`config.mk`:
```
export PLATFORM = sky130hd
export DESIGN_NAME = string_to_integer_parser
export DESIGN_NICKNAME = d
export VERILOG_FILES = /design/src/design/stip_pkg.sv /design/src/design/string_to_integer_parser.sv
export VERILOG_INCLUDE_DIRS = /design/src /design/src/design
export SDC_FILE = /design/constraint.sdc
export NUM_CORES = 1
export LEC_CHECK = 0
export BUFFER_PORTS_ARGS = -buffer_cell sky130_fd_sc_hd__buf_2
export CORE_MARGIN = 2
export CORE_UTILIZATION = 45
export DETAILED_ROUTE_END_ITERATION = 7
export GPL_ROUTABILITY_DRIVEN = 0
export PLACE_DENSITY = 0.58
export SKIP_LAST_GASP = 1
export SLEW_MARGIN = 20
export SYNTH_ARGS = -nofsm -noshare
export SYNTH_HDL_FRONTEND = slang
export SYNTH_SLANG_ARGS = --single-unit
```
`constraint.sdc`:
```
create_clock -name clock -period 19.7 [get_ports clock]
set_input_delay 0.985 -clock clock [delete_from_list [all_inputs] [get_ports clock]]
set_output_delay 0.985 -clock clock [all_outputs]
set_load 0.1 [all_outputs]
```
`src/design/string_to_integer_parser_defines.svh`:
```
// Assertion macros shared by the string-to-integer parser RTL.
// Depends on nothing; included by modules that carry assertions.
`ifndef STRING_TO_INTEGER_PARSER_DEFINES_SVH
`define STRING_TO_INTEGER_PARSER_DEFINES_SVH

// Same-cycle implication, disabled while reset is high.
`define STIP_ASSERT_NOW(label, clk, rst, ante, cons, msg) \
   label: assert property (@(posedge clk) disable iff (rst) (ante) |-> (cons)) \
      else $error(msg);

// Next-cycle implication, disabled while reset is high.
`define STIP_ASSERT_NEXT(label, clk, rst, ante, cons, msg) \
   label: assert property (@(posedge clk) disable iff (rst) (ante) |=> (cons)) \
      else $error(msg);

`endif

```
`src/design/stip_pkg.sv`:
```
// Package for the string-to-integer parser: widths, parse phase codes,
// status codes, character constants and the digit decoder. No dependencies.
package stip_pkg;

   // Default parameter values and fixed port widths.
   localparam int VALUE_BITS_DEF  = 64;
   localparam int OFFSET_BITS_DEF = 16;
   localparam int CHAR_W          = 8;
   localparam int RADIX_W         = 6;
   localparam int VALUE_W         = 64;
   localparam int END_W           = 16;
   localparam int STATUS_W        = 2;
   localparam int RSP_FIELDS_W    = VALUE_W + END_W + STATUS_W;
   localparam int RSP_TDATA_W     = ((RSP_FIELDS_W + 7) / 8) * 8;
   localparam int PHASE_W         = 3;

   // Parse phase codes.
   localparam logic [PHASE_W-1:0] PH_SPACE   = 3'd0;
   localparam logic [PHASE_W-1:0] PH_SIGNED  = 3'd1;
   localparam logic [PHASE_W-1:0] PH_ZERO    = 3'd2;
   localparam logic [PHASE_W-1:0] PH_XSEEN   = 3'd3;
   localparam logic [PHASE_W-1:0] PH_DIGITS  = 3'd4;
   localparam logic [PHASE_W-1:0] PH_DONE    = 3'd5;
   localparam logic [PHASE_W-1:0] PH_INVALID = 3'd6;

   // Result status codes.
   localparam logic [STATUS_W-1:0] ST_OK        = 2'd0;
   localparam logic [STATUS_W-1:0] ST_BAD_BASE  = 2'd1;
   localparam logic [STATUS_W-1:0] ST_NO_DIGITS = 2'd2;
   localparam logic [STATUS_W-1:0] ST_RANGE     = 2'd3;

   // Bases.
   localparam logic [RADIX_W-1:0] RADIX_RESET = 6'd10;
   localparam logic [RADIX_W-1:0] BASE_AUTO   = 6'd0;
   localparam logic [RADIX_W-1:0] BASE_ONE    = 6'd1;
   localparam logic [RADIX_W-1:0] BASE_MIN    = 6'd2;
   localparam logic [RADIX_W-1:0] BASE_OCT    = 6'd8;
   localparam logic [RADIX_W-1:0] BASE_DEC    = 6'd10;
   localparam logic [RADIX_W-1:0] BASE_HEX    = 6'd16;
   localparam logic [RADIX_W-1:0] BASE_MAX    = 6'd36;

   // Characters.
   localparam logic [CHAR_W-1:0] CH_NUL   = 8'h00;
   localparam logic [CHAR_W-1:0] CH_TAB   = 8'h09;
   localparam logic [CHAR_W-1:0] CH_CR    = 8'h0D;
   localparam logic [CHAR_W-1:0] CH_SPACE = 8'h20;
   localparam logic [CHAR_W-1:0] CH_PLUS  = 8'h2B;
   localparam logic [CHAR_W-1:0] CH_MINUS = 8'h2D;
   localparam logic [CHAR_W-1:0] CH_0     = 8'h30;
   localparam logic [CHAR_W-1:0] CH_7     = 8'h37;
   localparam logic [CHAR_W-1:0] CH_9     = 8'h39;
   localparam logic [CHAR_W-1:0] CH_UA    = 8'h41;
   localparam logic [CHAR_W-1:0] CH_UX    = 8'h58;
   localparam logic [CHAR_W-1:0] CH_UZ    = 8'h5A;
   localparam logic [CHAR_W-1:0] CH_LA    = 8'h61;
   localparam logic [CHAR_W-1:0] CH_LX    = 8'h78;
   localparam logic [CHAR_W-1:0] CH_LZ    = 8'h7A;

   // Decoded digit: value 0..35 when valid.
   typedef struct packed {
      logic               valid;
      logic [RADIX_W-1:0] value;
   } digit_type;

   function automatic digit_type digit_decode(input logic [CHAR_W-1:0] c);
      digit_type d;
      d.valid = 1'b1;
      d.value = '0;
      if (c >= CH_0 && c <= CH_9) begin
         d.value = RADIX_W'(c - CH_0);
      end else if (c >= CH_LA && c <= CH_LZ) begin
         d.value = RADIX_W'(c - CH_LA) + BASE_DEC;
      end else if (c >= CH_UA && c <= CH_UZ) begin
         d.value = RADIX_W'(c - CH_UA) + BASE_DEC;
      end else begin
         d.valid = 1'b0;
      end
      return d;
   endfunction

endpackage

```
`src/design/string_to_integer_parser.sv`:
```
// Streaming strtol-style string-to-integer parser, top level.
// Depends on stip_pkg and string_to_integer_parser_defines.svh.
//
//   Channel  Direction  Payload (low bit first)                   Handshake
//   req      in         tdata: character[7:0]                     tvalid/tready
//   rsp      out        tdata: value[63:0], end_offset[79:64],    tvalid/tready
//                              status[81:80], zero pad[87:82]
//   csr      in         csr_wr_data: radix[5:0]                   csr_wr_en
//
// One character per cycle. An accepted character sits in the input register,
// then one multiply-by-base, add and limit compare update the parse state;
// the zero terminator loads the result register, which drives rsp_tvalid.
// Only a terminator can stall, when the result register is still full.
// Synchronous active-high reset; radix resets to 10.
module string_to_integer_parser #(
   parameter int VALUE_BITS  = stip_pkg::VALUE_BITS_DEF,
   parameter int OFFSET_BITS = stip_pkg::OFFSET_BITS_DEF
) (
   input  logic                             clock,
   input  logic                             reset,
   // character[7:0]
   input  logic [stip_pkg::CHAR_W-1:0]      req_tdata,
   input  logic                             req_tvalid,
   output logic                             req_tready,
   // value[63:0], end_offset[79:64], status[81:80], zero pad above
   output logic [stip_pkg::RSP_TDATA_W-1:0] rsp_tdata,
   output logic                             rsp_tvalid,
   input  logic                             rsp_tready,
   input  logic                             csr_wr_en,
   input  logic [stip_pkg::RADIX_W-1:0]     csr_wr_data
);

   import stip_pkg::*;
   `include "string_to_integer_parser_defines.svh"

   localparam int PROD_W = VALUE_BITS + RADIX_W + 1;
   localparam logic [OFFSET_BITS-1:0] OFFSET_MAX = '1;

   // Configuration and input register.
   logic [RADIX_W-1:0]     radix_ff;
   logic                   in_valid_ff;
   logic [CHAR_W-1:0]      in_char_ff;

   // Parse state.
   logic [PHASE_W-1:0]     phase_ff, phase_in;
   logic [VALUE_BITS-1:0]  acc_ff, acc_in;
   logic                   neg_ff, neg_in;
   logic [RADIX_W-1:0]     base_ff, base_in;
   logic                   ovf_ff, ovf_in;
   logic                   seen_ff, seen_in;
   logic [OFFSET_BITS-1:0] pos_ff, pos_in;
   logic [OFFSET_BITS-1:0] nend_ff, nend_in;
   logic [OFFSET_BITS-1:0] pzend_ff, pzend_in;

   // Result register.
   logic                   out_valid_ff;
   logic [VALUE_W-1:0]     out_value_ff, out_value_in;
   logic [END_W-1:0]       out_end_ff, out_end_in;
   logic [STATUS_W-1:0]    out_status_ff, out_status_in;

   logic                   is_term;
   logic                   advance;
   logic                   out_load;
   logic [VALUE_BITS-1:0]  limit;
   logic [VALUE_BITS-1:0]  ovf_limit;

   // Handshake: a terminator waits only for the result register to free up.
   assign is_term    = (in_char_ff == CH_NUL);
   assign advance    = in_valid_ff && (!is_term || !out_valid_ff || rsp_tready);
   assign out_load   = advance && is_term;
   assign req_tready = !in_valid_ff || advance;
   assign rsp_tvalid = out_valid_ff;
   assign rsp_tdata  = {(RSP_TDATA_W - RSP_FIELDS_W)'(0), out_status_ff, out_end_ff,
                        out_value_ff};

   // Largest magnitude for the current sign, also used by the overflow check.
   assign limit = {1'b0, {(VALUE_BITS - 1){1'b1}}} + VALUE_BITS'(neg_ff);
   assign ovf_limit = limit;

   // Per-character parse step.
   always_comb begin
      logic                   first;
      logic [PHASE_W-1:0]     ph;
      logic [RADIX_W-1:0]     base0;
      logic [OFFSET_BITS-1:0] after;
      logic                   take;
      logic [RADIX_W-1:0]     tb;
      digit_type              dg;
      logic [PROD_W-1:0]      prod;
      logic [VALUE_BITS-1:0]  mag;

      first = (phase_ff == PH_SPACE) && (pos_ff == '0);
      ph    = phase_ff;
      base0 = base_ff;
      if (first) begin
         base0 = radix_ff;
         if (radix_ff == BASE_ONE || radix_ff > BASE_MAX) begin
            ph = PH_INVALID;
         end
      end
      after = (pos_ff != OFFSET_MAX) ? pos_ff + 1'b1 : pos_ff;
      dg    = digit_decode(in_char_ff);
      take  = 1'b0;
      tb    = base0;
      prod  = '0;
      mag   = '0;

      phase_in = ph;
      acc_in   = acc_ff;
      neg_in   = neg_ff;
      base_in  = base0;
      ovf_in   = ovf_ff;
      seen_in  = seen_ff;
      pos_in   = after;
      nend_in  = nend_ff;
      pzend_in = pzend_ff;

      out_value_in  = '0;
      out_end_in    = '0;
      out_status_in = ST_OK;

      if (is_term) begin
         // Terminator: form the result and return to the reset state.
         if (ph == PH_INVALID) begin
            out_status_in = ST_BAD_BASE;
         end else if (!seen_ff) begin
            out_status_in = ST_NO_DIGITS;
         end else begin
            mag           = neg_ff ? (~acc_ff + 1'b1) : acc_ff;
            out_value_in  = VALUE_W'(signed'(mag));
            out_end_in    = END_W'(nend_ff);
            out_status_in = ovf_ff ? ST_RANGE : ST_OK;
         end
         phase_in = PH_SPACE;
         acc_in   = '0;
         neg_in   = 1'b0;
         base_in  = BASE_AUTO;
         ovf_in   = 1'b0;
         seen_in  = 1'b0;
         pos_in   = '0;
         nend_in  = '0;
         pzend_in = '0;
      end else begin
         // Phase decode picks whether this character is a digit and in which base.
         unique case (ph) inside
            PH_SPACE, PH_SIGNED: begin
               if (ph == PH_SPACE && (in_char_ff == CH_SPACE ||
                   (in_char_ff >= CH_TAB && in_char_ff <= CH_CR))) begin
                  phase_in = PH_SPACE;
               end else if (ph == PH_SPACE && in_char_ff == CH_MINUS) begin
                  neg_in   = 1'b1;
                  phase_in = PH_SIGNED;
               end else if (ph == PH_SPACE && in_char_ff == CH_PLUS) begin
                  phase_in = PH_SIGNED;
               end else if (in_char_ff == CH_0 &&
                            (base0 == BASE_AUTO || base0 == BASE_HEX)) begin
                  seen_in  = 1'b1;
                  nend_in  = after;
                  pzend_in = after;
                  phase_in = PH_ZERO;
               end else begin
                  tb   = (base0 == BASE_AUTO) ? BASE_DEC : base0;
                  take = 1'b1;
               end
            end
            PH_ZERO: begin
               if (in_char_ff == CH_LX || in_char_ff == CH_UX) begin
                  phase_in = PH_XSEEN;
               end else begin
                  if (base0 == BASE_AUTO) begin
                     tb = (in_char_ff >= CH_0 && in_char_ff <= CH_7) ? BASE_OCT : BASE_DEC;
                  end
                  take = 1'b1;
               end
            end
            PH_XSEEN: begin
               if (dg.valid && dg.value < BASE_HEX) begin
                  tb   = BASE_HEX;
                  take = 1'b1;
               end else begin
                  base_in  = (base0 == BASE_AUTO) ? BASE_DEC : base0;
                  nend_in  = pzend_ff;
                  phase_in = PH_DONE;
               end
            end
            PH_DIGITS: begin
               take = 1'b1;
            end
            default: begin
               phase_in = ph;
            end
         endcase

         // Digit accumulation with saturation at the signed limit.
         if (take) begin
            base_in = tb;
            if (!dg.valid || dg.value >= tb || tb < BASE_MIN) begin
               phase_in = PH_DONE;
            end else begin
               phase_in = PH_DIGITS;
               seen_in  = 1'b1;
               nend_in  = after;
               if (!ovf_ff) begin
                  prod = PROD_W'(acc_ff) * PROD_W'(tb) + PROD_W'(dg.value);
                  if (prod > PROD_W'(limit)) begin
                     ovf_in = 1'b1;
                     acc_in = limit;
                  end else begin
                     acc_in = VALUE_BITS'(prod);
                  end
               end
            end
         end
      end
   end

   // Control and parse state registers.
   always_ff @(posedge clock) begin
      if (reset) begin
         radix_ff     <= RADIX_RESET;
         in_valid_ff  <= 1'b0;
         out_valid_ff <= 1'b0;
         phase_ff     <= PH_SPACE;
         acc_ff       <= '0;
         neg_ff       <= 1'b0;
         base_ff      <= BASE_AUTO;
         ovf_ff       <= 1'b0;
         seen_ff      <= 1'b0;
         pos_ff       <= '0;
         nend_ff      <= '0;
         pzend_ff     <= '0;
      end else begin
         if (csr_wr_en) begin
            radix_ff <= csr_wr_data;
         end
         if (req_tready) begin
            in_valid_ff <= req_tvalid;
         end
         if (out_load) begin
            out_valid_ff <= 1'b1;
         end else if (rsp_tready) begin
            out_valid_ff <= 1'b0;
         end
         if (advance) begin
            phase_ff <= phase_in;
            acc_ff   <= acc_in;
            neg_ff   <= neg_in;
            base_ff  <= base_in;
            ovf_ff   <= ovf_in;
            seen_ff  <= seen_in;
            pos_ff   <= pos_in;
            nend_ff  <= nend_in;
            pzend_ff <= pzend_in;
         end
      end
   end

   // Payload registers.
   always_ff @(posedge clock) begin
      if (req_tready && req_tvalid) begin
         in_char_ff <= req_tdata;
      end
      if (out_load) begin
         out_value_ff  <= out_value_in;
         out_end_ff    <= out_end_in;
         out_status_ff <= out_status_in;
      end
   end

   // A saturated accumulator holds exactly the limit for its sign.
   `STIP_ASSERT_NOW(a_ovf_at_limit, clock, reset, ovf_ff, acc_ff == ovf_limit,
      "overflow flag set but accumulator is not at the limit")

   // Error results carry zero value and zero offset.
   `STIP_ASSERT_NOW(a_err_zero, clock, reset,
      out_valid_ff && (out_status_ff == ST_BAD_BASE || out_status_ff == ST_NO_DIGITS),
      out_value_ff == '0 && out_end_ff == '0,
      "error result with nonzero value or offset")

   // Once the number has ended, only a terminator leaves the done phase.
   `STIP_ASSERT_NEXT(a_done_sticky, clock, reset,
      advance && !is_term && phase_ff == PH_DONE, phase_ff == PH_DONE,
      "done phase left without a terminator")

   // A terminator taken into the result register always shows up as valid and clears the parse state.
   `STIP_ASSERT_NEXT(a_term_emits, clock, reset, out_load,
      out_valid_ff && pos_ff == '0 && phase_ff == PH_SPACE,
      "terminator did not produce a result or clear the parse state")

endmodule

```
After elaboration in Yosys (flattened, before gate mapping)
Cells that the tools add are included.

word-level totals
  bits of input ports = 19
  flip-flop bits (word level) = 222

cells by class
  multiply operators = 1
  muxes and demuxes = 87
  $lt $le $gt $ge = 14
  add/subtract/negate cells = 9
  reductions and logical operators = 44
  bitwise logic cells = 3
  equality and inequality tests = 19

operators by type and width
  cell                                                                                  count
  64-bit 2-to-1 mux                                                                     6
  16-bit 2-to-1 mux                                                                     16
  6-bit 2-to-1 mux                                                                      17
  70-bit by 6-bit adder with 71-bit output                                              1
  71-bit by 64-bit greater-than comparator with 1-bit output                            1
  64-bit by 6-bit multiplier with 70-bit output                                         1
  63-bit by 1-bit adder with 64-bit output (first input constant)                       1
  64-bit by 1-bit adder with 64-bit output (second input constant)                      1
  64-bit NOT                                                                            1
  8-bit by 6-bit equality test with 1-bit output (second input constant)                4
  16-bit one-hot mux with 2 select lines                                                1
  1-bit 2-to-1 mux                                                                      31
  3-bit 2-to-1 mux                                                                      10
  6-bit one-hot mux with 3 select lines                                                 1
  16-bit by 1-bit adder with 16-bit output (second input constant)                      1
  8-bit by 7-bit equality test with 1-bit output (second input constant)                2
  8-bit by 7-bit greater-or-equal comparator with 1-bit output (second input constant)  2
  8-bit by 6-bit <= comparator with 1-bit output (second input constant)                2
  8-bit by 7-bit <= comparator with 1-bit output (second input constant)                2
  16-bit logical NOT                                                                    1
  16-bit != test (second input constant)                                                1
  1-bit logical AND                                                                     14
  6-bit by 4-bit adder with 6-bit output (second input constant)                        2
  6-bit subtractor (second input constant)                                              2
  other kinds (30)                                                                      56

Depth between registers and ports, before layout
Gate-level depths: netlist of run 1.

  depth in word-level cells = 20
  gate-level depth with buffers = 44
  gate-level depth less buffers = 41

Worst setup path after synthesis of run 1
OpenSTA, ideal clock, no wires.

  path kind = register to register
  from = register in_char_ff[0]
  to = register acc_ff[49]
  slack = 10.044 ns
  path buffers = 3
  clock period less this slack = 9.656 ns
  data required time = 19.571 ns
  arrival = 9.527 ns
  cell stages (with the launch flop) = 41
  cells stage by stage = edfxtp_1 > inv_1 > ha_1 > nor4b_1 > nor3b_1 > o21ai_0 > o2bb2a_1 > a31oi_1 > nor3_1 > o21ai_0 > clkbuf_1 > clkbuf_1 > nand2_1 > fa_1 > fa_1 > inv_1 > fa_1 > inv_1 > [5 not listed] > o21ai_1 > a2111oi_4 > nor2_1 > o21ai_0 > xnor2_1 > inv_1 > ha_1 > and3_1 > a221o_1 > a221oi_1 > nor3_1 > nor4b_1 > a211oi_1 > a21oi_1 > nand4_1 > o311ai_4 > buf_6 > o211ai_1

on the way
  longest elaborated chain between the ends = 18
  elaborated cells on any way between the ends = 79
  those cells by class = add/sub (6); mul (1); order compare (13); eq/ne (8); mux (29); reduce/logical (22)

RTL lines
  element                                                                             line                             source
  start: declaration                                                                  string_to_integer_parser.sv:42   logic [CHAR_W-1:0] in_char_ff;
  start signal: assignment                                                            string_to_integer_parser.sv:261  in_char_ff <= req_tdata;
  6-bit by 1-bit subtractor with 6-bit output (tied with other cells)                 stip_pkg.sv:74                   d.value = RADIX_W'(c - CH_UA) + BASE_DEC;
  6-bit by 4-bit adder with 6-bit output / 1-bit logical AND (equally long branches)  stip_pkg.sv:74, stip_pkg.sv:73
  6-bit 2-to-1 mux                                                                    stip_pkg.sv:73                   end else if (c >= CH_UA && c <= CH_UZ) begin
  6-bit 2-to-1 mux                                                                    stip_pkg.sv:71                   end else if (c >= CH_LA && c <= CH_LZ) begin
  6-bit 2-to-1 mux                                                                    stip_pkg.sv:69                   if (c >= CH_0 && c <= CH_9) begin
  6-bit by 5-bit less-than comparator with 1-bit output                               string_to_integer_parser.sv:177  if (dg.valid && dg.value < BASE_HEX) begin
  1-bit logical AND                                                                   string_to_integer_parser.sv:177
  6-bit 2-to-1 mux                                                                    string_to_integer_parser.sv:177
  [2 not listed]                                                                      -
  64-bit by 6-bit multiplier with 70-bit output                                       string_to_integer_parser.sv:204  prod = PROD_W'(acc_ff) * PROD_W'(tb) + PROD_W'(dg.value);
  70-bit by 6-bit adder with 71-bit output                                            string_to_integer_parser.sv:204
  71-bit by 64-bit greater-than comparator with 1-bit output                          string_to_integer_parser.sv:205  if (prod > PROD_W'(limit)) begin
  64-bit 2-to-1 mux                                                                   string_to_integer_parser.sv:205
  64-bit 2-to-1 mux                                                                   string_to_integer_parser.sv:203  if (!ovf_ff) begin
  64-bit 2-to-1 mux                                                                   string_to_integer_parser.sv:197  if (!dg.valid || dg.value >= tb || tb < BASE_MIN) begin
  64-bit 2-to-1 mux                                                                   string_to_integer_parser.sv:195  if (take) begin
  64-bit 2-to-1 mux                                                                   string_to_integer_parser.sv:122  if (is_term) begin
  end signal: assignment                                                              string_to_integer_parser.sv:246  acc_ff <= acc_in;
  end: declaration                                                                    string_to_integer_parser.sv:46   logic [VALUE_BITS-1:0] acc_ff, acc_in;

Several ways; a longest one is shown, not always the timed one. The select of a mux whose other input is x is not followed.
A chain may end at the register's enable or synchronous reset.

Final worst setup path of run 1
  from = register in_char_ff[0]
  to = register acc_ff[3]

The elaborated chain is that of the path after synthesis.

==> results, run 1 <==
- The flow ran to the end, and the final reports show no timing, DRC or antenna violations.
- Yosys attributes the largest share of cell area to fa_1 19%, ha_1 11%, edfxtp_1 10%.
- Setup repair after global routing left no endpoint under its margin.
- The max-slew violation total from the final report is 0.
- Dividing the final minimum period by the clock period gives 0.6724.
- Of the total power, the clock network draws 0.462.
- In this run the remaining antenna-violating nets after routing total 0.
- In this run the static leakage power is 13.58 nW.
- After the first detailed-routing iteration, the DRC count stood at 1682.
- Buffers added to address setup during post-CTS repair amount to 0.
- The share of synthesized area in the top cell type comes to 0.1947.
- The post-CTS clock slew at the launch and capture registers of the worst setup and hold paths is 60 ps.
- The final setup skew is 13.18 ps.
- The largest fanout on the critical path is 51.
- The area added between synthesis and finish is 6.708%.
- Detailed routing inserted a total of 21642 vias.
- The post-synthesis register bit count is 222.
- The deepest level of the CTS H-tree is 1.
- The most numerous cell type found on the critical path is ha_1.
- Of the total power, combinational logic draws 0.115.
- The TritonCTS clock tree is yes.
- The aggregate global routing overflow is 0.
- The final layout contains 3449 nets.
- The number of buffers on the longest clock path is 3.
- The tree built by TritonCTS fans out to 222 sinks.
- The estimated wirelength of the detail-placed design is 54920 um.
- The startpoint-to-endpoint class of the critical path is reg -> reg.
- STA classifies the critical path startpoint as a flip-flop.
- The initialized floorplan defines 87 standard-cell rows.
- The data arrival time of the worst path is 13670 ps.
- The proportion of layout cells with a drive suffix above 1 is 0.07985.
- The worst slew margin relative to its limit is 0.1836.
- At the placement stage, the worst setup path has a slack of 6755 ps.
- For this run, design rule violations remaining after detail routing come to 0.
- Of the total power, registers draw 0.423.
- The proportion of register bits with asynchronous set or reset after synthesis is 0.
- After detailed routing, the average wire length per cell comes to 19.89 um.
- From left edge to right edge, the die measures 243.9 um.
- For the worst setup path, the data required time is 20120 ps.
- For this run, the detailed router's first-pass iteration total came to 6.
- After clock tree synthesis, the flow added hold-fix buffers numbering 0.
- The final critical path time including I/O delays and setup is 13250 ps.
- The routed design has 74110 um of wire.
- The path class of the tightest hold or removal check is reg -> reg.
- The power dissipated by switching net loads is 0.0003461 W.
- The highest ir drop seen on vdd is 65.70 uV.
- The setup TNS is 0 ps.
- The total I/O pin count is 109.
- The initial utilization of the core area, before any placement, comes to 0.4577.
- After clock tree synthesis, the repair step resized 0 gates.
- The synthesized netlist occupies a cell area of 25910 um^2.
- For this run, the total global-route usage over all layers was measured as 0.2500.
- The via count normalized by instance count is 5.810.
- Setup violations remaining at the end of the flow were counted as 0.
- The per-instance average area after synthesis is 8.636 um^2.
- At the later pin of the worst-skew pair, clock insertion delay measures 600 ps.
- The largest incremental delay on the critical path is 770 ps.
- The category of the worst setup path capture point is a flip-flop.
- The area of the core is 56600 um^2.
- The floorplan step set the die height to 243.9 um.
- The power density relative to cell area is 41.49 nW/um^2.
- The number of maximum-capacitance constraint violations is 0.
- The cell type with the largest total area after synthesis is fa_1.
- The die covers 59510 um^2.
- The clock tree root buffer cell is clkbuf_16.
- The total clock buffers created by CTS is 28.
- Synthesis handed over a netlist of 3000 instances.
- For the pin with the worst max-slew slack, the measured transition is 1214 ps.
- For this run, the number of Yosys warnings is 0.
- Of the total power, the share spent switching nets is 0.3018.
- The initial antenna violation count is 2.
- The number of buffer cells added on primary ports is 102.
- The largest net degree at the start of global routing is 81.
- The internal power contribution is 0.0008009 W.
- The number of global-route vias before repair was 21643.
- The count of different cell masters after synthesis is 91.
- The dominant synthesized flop cell is dfxtp_1.
- The highest achievable clock rate is 75.50 MHz.
- The number of failing hold endpoints at the final stage is 0.
- Yosys mapped a number of flops with a built-in enable equal to 90.
- After layout, the worst setup slack is 6454 ps.
- The share of the Yosys chip area taken by registers is 0.2063.
- The first global-routing pass estimated 120200 um of wire.
- For this design, the slowest cell found on the critical path is a21oi_4.
-- cell type report --
class	instances	area, um^2
well taps	756	945.9
fillers	5424	28960
multi-input cells	2289	18700
inverters	286	1074
flip-flops and latches	222	5349
repair buffers	119	638.1
diodes	1	2.502
clock buffers	31	743.2
clock inverters	21	195.2
-- routing by layer --
| layer | share of wire | track usage | wire, um | vias to the layer above |
|---|---|---|---|---|
| li1 | - | - | - | 10054 |
| met2 | 0.44 | 0.3831 | 32350 | 772 |
| met5 | 0 | 0 | 0 | - |
| met4 | 0.035 | 0.08752 | 2569 | 0 |
| met3 | 0.066 | 0.02864 | 4862 | 142 |
| met1 | 0.46 | 0.3649 | 34320 | 10674 |
-- stage by stage --
stage / instances / instance area [um^2] / utilization / hold slack (ps) / power [W]
6_report: 3725 / 27650 / 0.4884 / 476.9 / 0.001147
5_1_grt: 3724 / 27640 / 0.4884 / 505.2 / 0.001182
4_1_cts: 3724 / 27640 / 0.4884 / 470.6 / 0.001153
3_5_place_dp: 3672 / 26700 / 0.4718 / 454.8 / 0.0006235
3_3_place_gp: 3672 / 26700 / 0.4717 / 441.7 / 0.0006215
2_1_floorplan: 3005 / 25930 / - / 432.9 / 0.0005810
-- cell families (layout without fill, tap and decap cells) --
group	after synthesis	in the layout	synth area share
and+or+nand+nor	1087	1087	0.2099
AOI/OAI and AO/OA	565	565	0.1503
buffers and inverters	494	457	0.07616
adders and majority gates	484	484	0.3068
DFF	222	222	0.2063
xor gates and xnor gates	135	135	0.04564
muxes	12	12	0.004685
other	1	7	0.0001447
-- worst paths after layout --
| check | start | end | slack [ps] | depth (start not counted) |
|---|---|---|---|---|
| min reg2reg | pzend_ff[9] | nend_ff[9] | 480 | 2 |
| max | in_char_ff[0] | acc_ff[3] | 6450 | 39 |
| max reg2reg | in_char_ff[0] | acc_ff[3] | 6450 | 39 |
| min | pzend_ff[9] | nend_ff[9] | 480 | 2 |
-- state kept, by name, summed over array words and instances, names as in the netlist --
name,cells
radix_ff,6
out_value_ff,64
neg_ff,1
rsp_tvalid,1
nend_ff,16
seen_ff,1
in_char_ff,8
phase_ff,3
ovf_ff,1
out_end_ff,16
base_ff,6
pos_ff,16
in_valid_ff,1
pzend_ff,16
acc_ff,64
out_status_ff,2
-- cell usage after synthesis, types with 18 or more instances --
library cell  instances
o211ai_1             81
o21ai_0              96
a21o_1               48
a22oi_1              33
o31ai_1              23
xor2_1               83
nand4_1              56
xnor2_1              52
clkbuf_1            157
and2_1              238
buf_2                27
dfxtp_1             132
nand3_1             117
fa_1                252
edfxtp_1             90
a21oi_1             130
ha_1                232
nor3_1               26
nand2b_1             18
nand2_1             313
nor2_1              216
and3_1               20
inv_1               285
-- power by group through the flow --
stage,combinational [W],sequential (W),clock [W]
after floorplan,0.0000890,0.000492,0
after global placement,0.000126,0.000495,0
after detailed placement,0.000128,0.000495,0
after CTS,0.000129,0.000485,0.000538
after global routing,0.000141,0.000486,0.000554
final,0.000132,0.000486,0.000530
-- cells in the final DEF, fill, tap and decap left out, types with 15 or more instances in the layout --
master	synthesis	final
nand4_1	56	56
and3_1	20	20
a21oi_1	130	128
fa_1	252	252
nor2b_1	16	15
edfxtp_1	90	90
o21ai_0	96	94
nor2_1	216	212
nand2b_1	18	18
xnor2_1	52	52
buf_2	27	102
inv_1	285	285
buf_4	8	17
o211ai_1	81	81
nor3_1	26	26
a21o_1	48	48
clkbuf_16	0	29
ha_1	232	232
nand2_1	313	312
xor2_1	83	83
and2_1	238	238
nand3_1	117	117
a22oi_1	33	33
o31ai_1	23	23
dfxtp_1	132	131
-- worst max-delay path, delay by kind of cell (launching register included) --
family,cells,cell delay [ps]
buffers and inverters,5,1600
AOI/OAI and AO/OA,13,4560
xor gates and xnor gates,1,330
and+or+nand+nor,13,3260
adders and majority gates,7,2730
DFF,1,520
No activity file was read; power rests on OpenSTA's default activity.
==> run 2: changes to the inputs <==
PLACE_DENSITY = 0.61   (was 0.58)
clock period = 10.9 ns   (was 19.7 ns; I/O delays follow)
==> run 2 against run 1 <==
  * Clock skew rose by 13 ps
  * Sequential share of layout area shrank 0.32 points
  * Maximum frequency grew 28%
  * Global-route usage decreased by 0.62 points
  * Setup slack got worse by 5900 ps
  * Worst hold slack got worse by 330 ps
  * Clock power is 78% higher
  * Power is 82% higher
  * Via count increased by 1.1%
  * Design area rose by 1.7%
  * Non-clock buffer count increased by 40
  * Die area unchanged
  * Critical endpoint is now acc_ff[20]
  * Largest power group unchanged
==> results, run 2 (synthesis gave the netlist of run 1 again) <==
- The flow ran to the end, and the final reports show no timing, DRC or antenna violations.
- 0 antenna diodes ended up in the layout.
- The largest incremental delay on the critical path is 520 ps.
- The count of cells in the finished layout, fillers not included, comes to 3763.
- Clock-pin slew was measured on the worst setup and hold paths at 60 ps.
- The core region is 56600 um^2.
- The deepest level of the CTS H-tree is 1.
- The number of failing hold endpoints at the final stage is 0.
- The start point of the critical path is in_char_ff[0].
- The reported leakage power is 13.91 nW.
- Detailed routing placed a total of 33240 um of wire on met2.
- The first global-routing pass estimated 119200 um of wire.
- The actual transition at the worst max-transition pin is 1081 ps.
- After detailed routing, the wire length on met1 is 32890 um.
- In this run, placement finished with an instance count of 3689.
- The startpoint-to-endpoint class of the critical path is reg -> reg.
- The data arrival time of the worst path is 10770 ps.
- Of the cells placed in the final design, the portion with a size suffix greater than 1 is 0.09544.
- In the routed layout, each cell is associated on average with a via count of 5.812.
- Routed signal wires occupy layers up through met4.
- The largest registers in the layout are acc_ff (64), out_value_ff (64).
- The reg-to-reg critical path startpoint is in_char_ff[0].
- STA classifies the critical path endpoint as a flip-flop.
- The iteration-0 DRC count of the detailed router is 1550.
- The horizontal die dimension is 243.9 um.
- 109 I/O pins were placed.
- The TritonCTS clock tree is yes.
- At the placement stage, the worst setup path has a slack of -97.14 ps.
- The start point of the worst min-delay path is req_tdata[7].
- The detail route stage leaves a number of antenna-violating nets equal to 0.
- The number of global-route vias before repair was 22130.
- Relative to the synthesized area, the layout overhead comes to 8.529%.
- In this run the vertical extent of the chip is 243.9 um.
- For this design, the slowest cell found on the critical path is fa_1.
- Detailed routing placed a total of 4174 um of wire on met3.
- Setup violations remaining at the end of the flow were counted as 0.
- Of the available clock period, the critical path in the final layout requires 0.9477.
- The number of maximum-capacitance constraint violations is 0.
- The number of clock sinks is 222.
- After the last flow step, the layout net total stands at 3489.
- The setup TNS is 0 ps.
- The wire length per cell after detailed routing is 19.27 um.
- The first detailed-routing pass ran for 7 iterations.
- The largest fanout on the critical path is 33.
- The total of hold buffers inserted after clock tree synthesis is 0.
- The final layout contains routed wiring with a total length of 72520 um.
- The wire-length estimate of the detail-placed layout is 54270 um.
- The die covers 59510 um^2.
- The worst-skew pair later-pin latency is 580 ps.
- The final setup skew is 26.01 ps.
- The final critical-path setup slack is 570.4 ps.
- The layout has 5317 filler cells.
- The initial antenna violation count is 0.
- The worst slew margin relative to its limit is 0.2728.
- The highest achievable clock rate is 96.81 MHz.
- The worst endpoint required time is 11340 ps.
- The worst hold path belongs to the class in -> reg.
- The final route contains 21870 vias.
- The global-route usage over all layers is 0.2438.
- The worst-case IR drop observed on VDD is 112.4 uV.
- For this configuration, the core starts out at a cell density of 0.4577.
- The power density relative to cell area is 74.24 nW/um^2.
- Clock tree synthesis inserted a total of 27 buffers.
- Leaving out fill and tap cells, the most frequent cell in the layout is nand2_1.
- The top cell types in the final layout, fill and taps aside, are 312 x nand2_1, 285 x inv_1, 252 x fa_1.
- The number of remaining DRC errors is 0.
- At the end of the flow the core is filled with cells to 0.4967.
- The number of buffers on the longest clock path is 3.
- The placement row count is 87.
- The post-layout total power is 0.002087 W.
- In this run the tool buffered the top-level ports with 102 buffer cells.
- The final critical path time including I/O delays and setup is 10330 ps.
- The critical path's most frequent cell is buf_4.
- The max-slew violation total from the final report is 0.
- The kind of start point of the critical path is a flip-flop.
- Entering global routing, the biggest net connects 81 pins.
- CTS placed an instance of clkbuf_16 at the clock tree root.
- The aggregate global routing overflow is 0.
run 2: cell count changes in the layout (fill, tap and decap cells not counted), sizes merged, moves of 3 or more:
cell,change
buf,+39
clkinvlp,-3
clkbuf,+11
inv,-3
clkinv,-7
run 2: metrics by stage:
stage / hold WS [ps] / area, um^2
2_1_floorplan: 432.9 / 25930
3_3_place_gp: 437.8 / 26840
3_5_place_dp: 455.3 / 26840
4_1_cts: 135.5 / 27770
5_1_grt: 137.1 / 28120
6_report: 147.1 / 28120
run 2: critical path, delay by kind of cell, from the launching register on:
| kind | cells | cell delay [ps] |
|---|---|---|
| AO/OA/AOI/OAI | 14 | 3400 |
| adder cells (fa/ha/maj) | 7 | 2730 |
| AND/OR/NAND/NOR | 10 | 1970 |
| buffers and inverters | 7 | 1370 |
| flip-flops | 1 | 460 |
| XOR/XNOR | 1 | 210 |
run 2: layout make-up:
type / count / area [um^2] / area share
tap: 756 / 945.9 / 0.03364
timing repair buffer: 159 / 1003 / 0.03569
clock inverter: 9 / 122.6 / 0.004361
sequential: 222 / 5349 / 0.1902
clock buffer: 41 / 790.8 / 0.02812
multi-input combinational: 2290 / 18830 / 0.6698
inverter: 286 / 1074 / 0.03818
run 2: power breakdown:
part	internal (W)	switching (W)
clock network	0.000552	0.000393
logic	0.0000776	0.000188
registers	0.000865	0.0000123
run 2: final timing paths:
kind / endpoint / slack, ps / cells after the start
worst max-delay path: acc_ff[20] / 570 / 39
worst min-delay path: in_char_ff[7] / 150 / 1
worst max register to register: acc_ff[20] / 570 / 39
worst min register to register: nend_ff[5] / 470 / 2
run 2: timing repair:
action / in CTS / in global routing
setup endpoints to repair: 63 / 65
cloned: 1 / 1
setup buffers: 0 / 22
resized for setup: 3 / 33
hold endpoints to repair: 0 / 0
pin swaps: 1 / 10
run 2: routing by layer:
layer  track usage  vias to the layer above
met3       0.02392                      137
met2        0.3930                      726
li1              -                    10154
met1        0.3449                    10853
met5             0                        -
met4       0.07747                        0
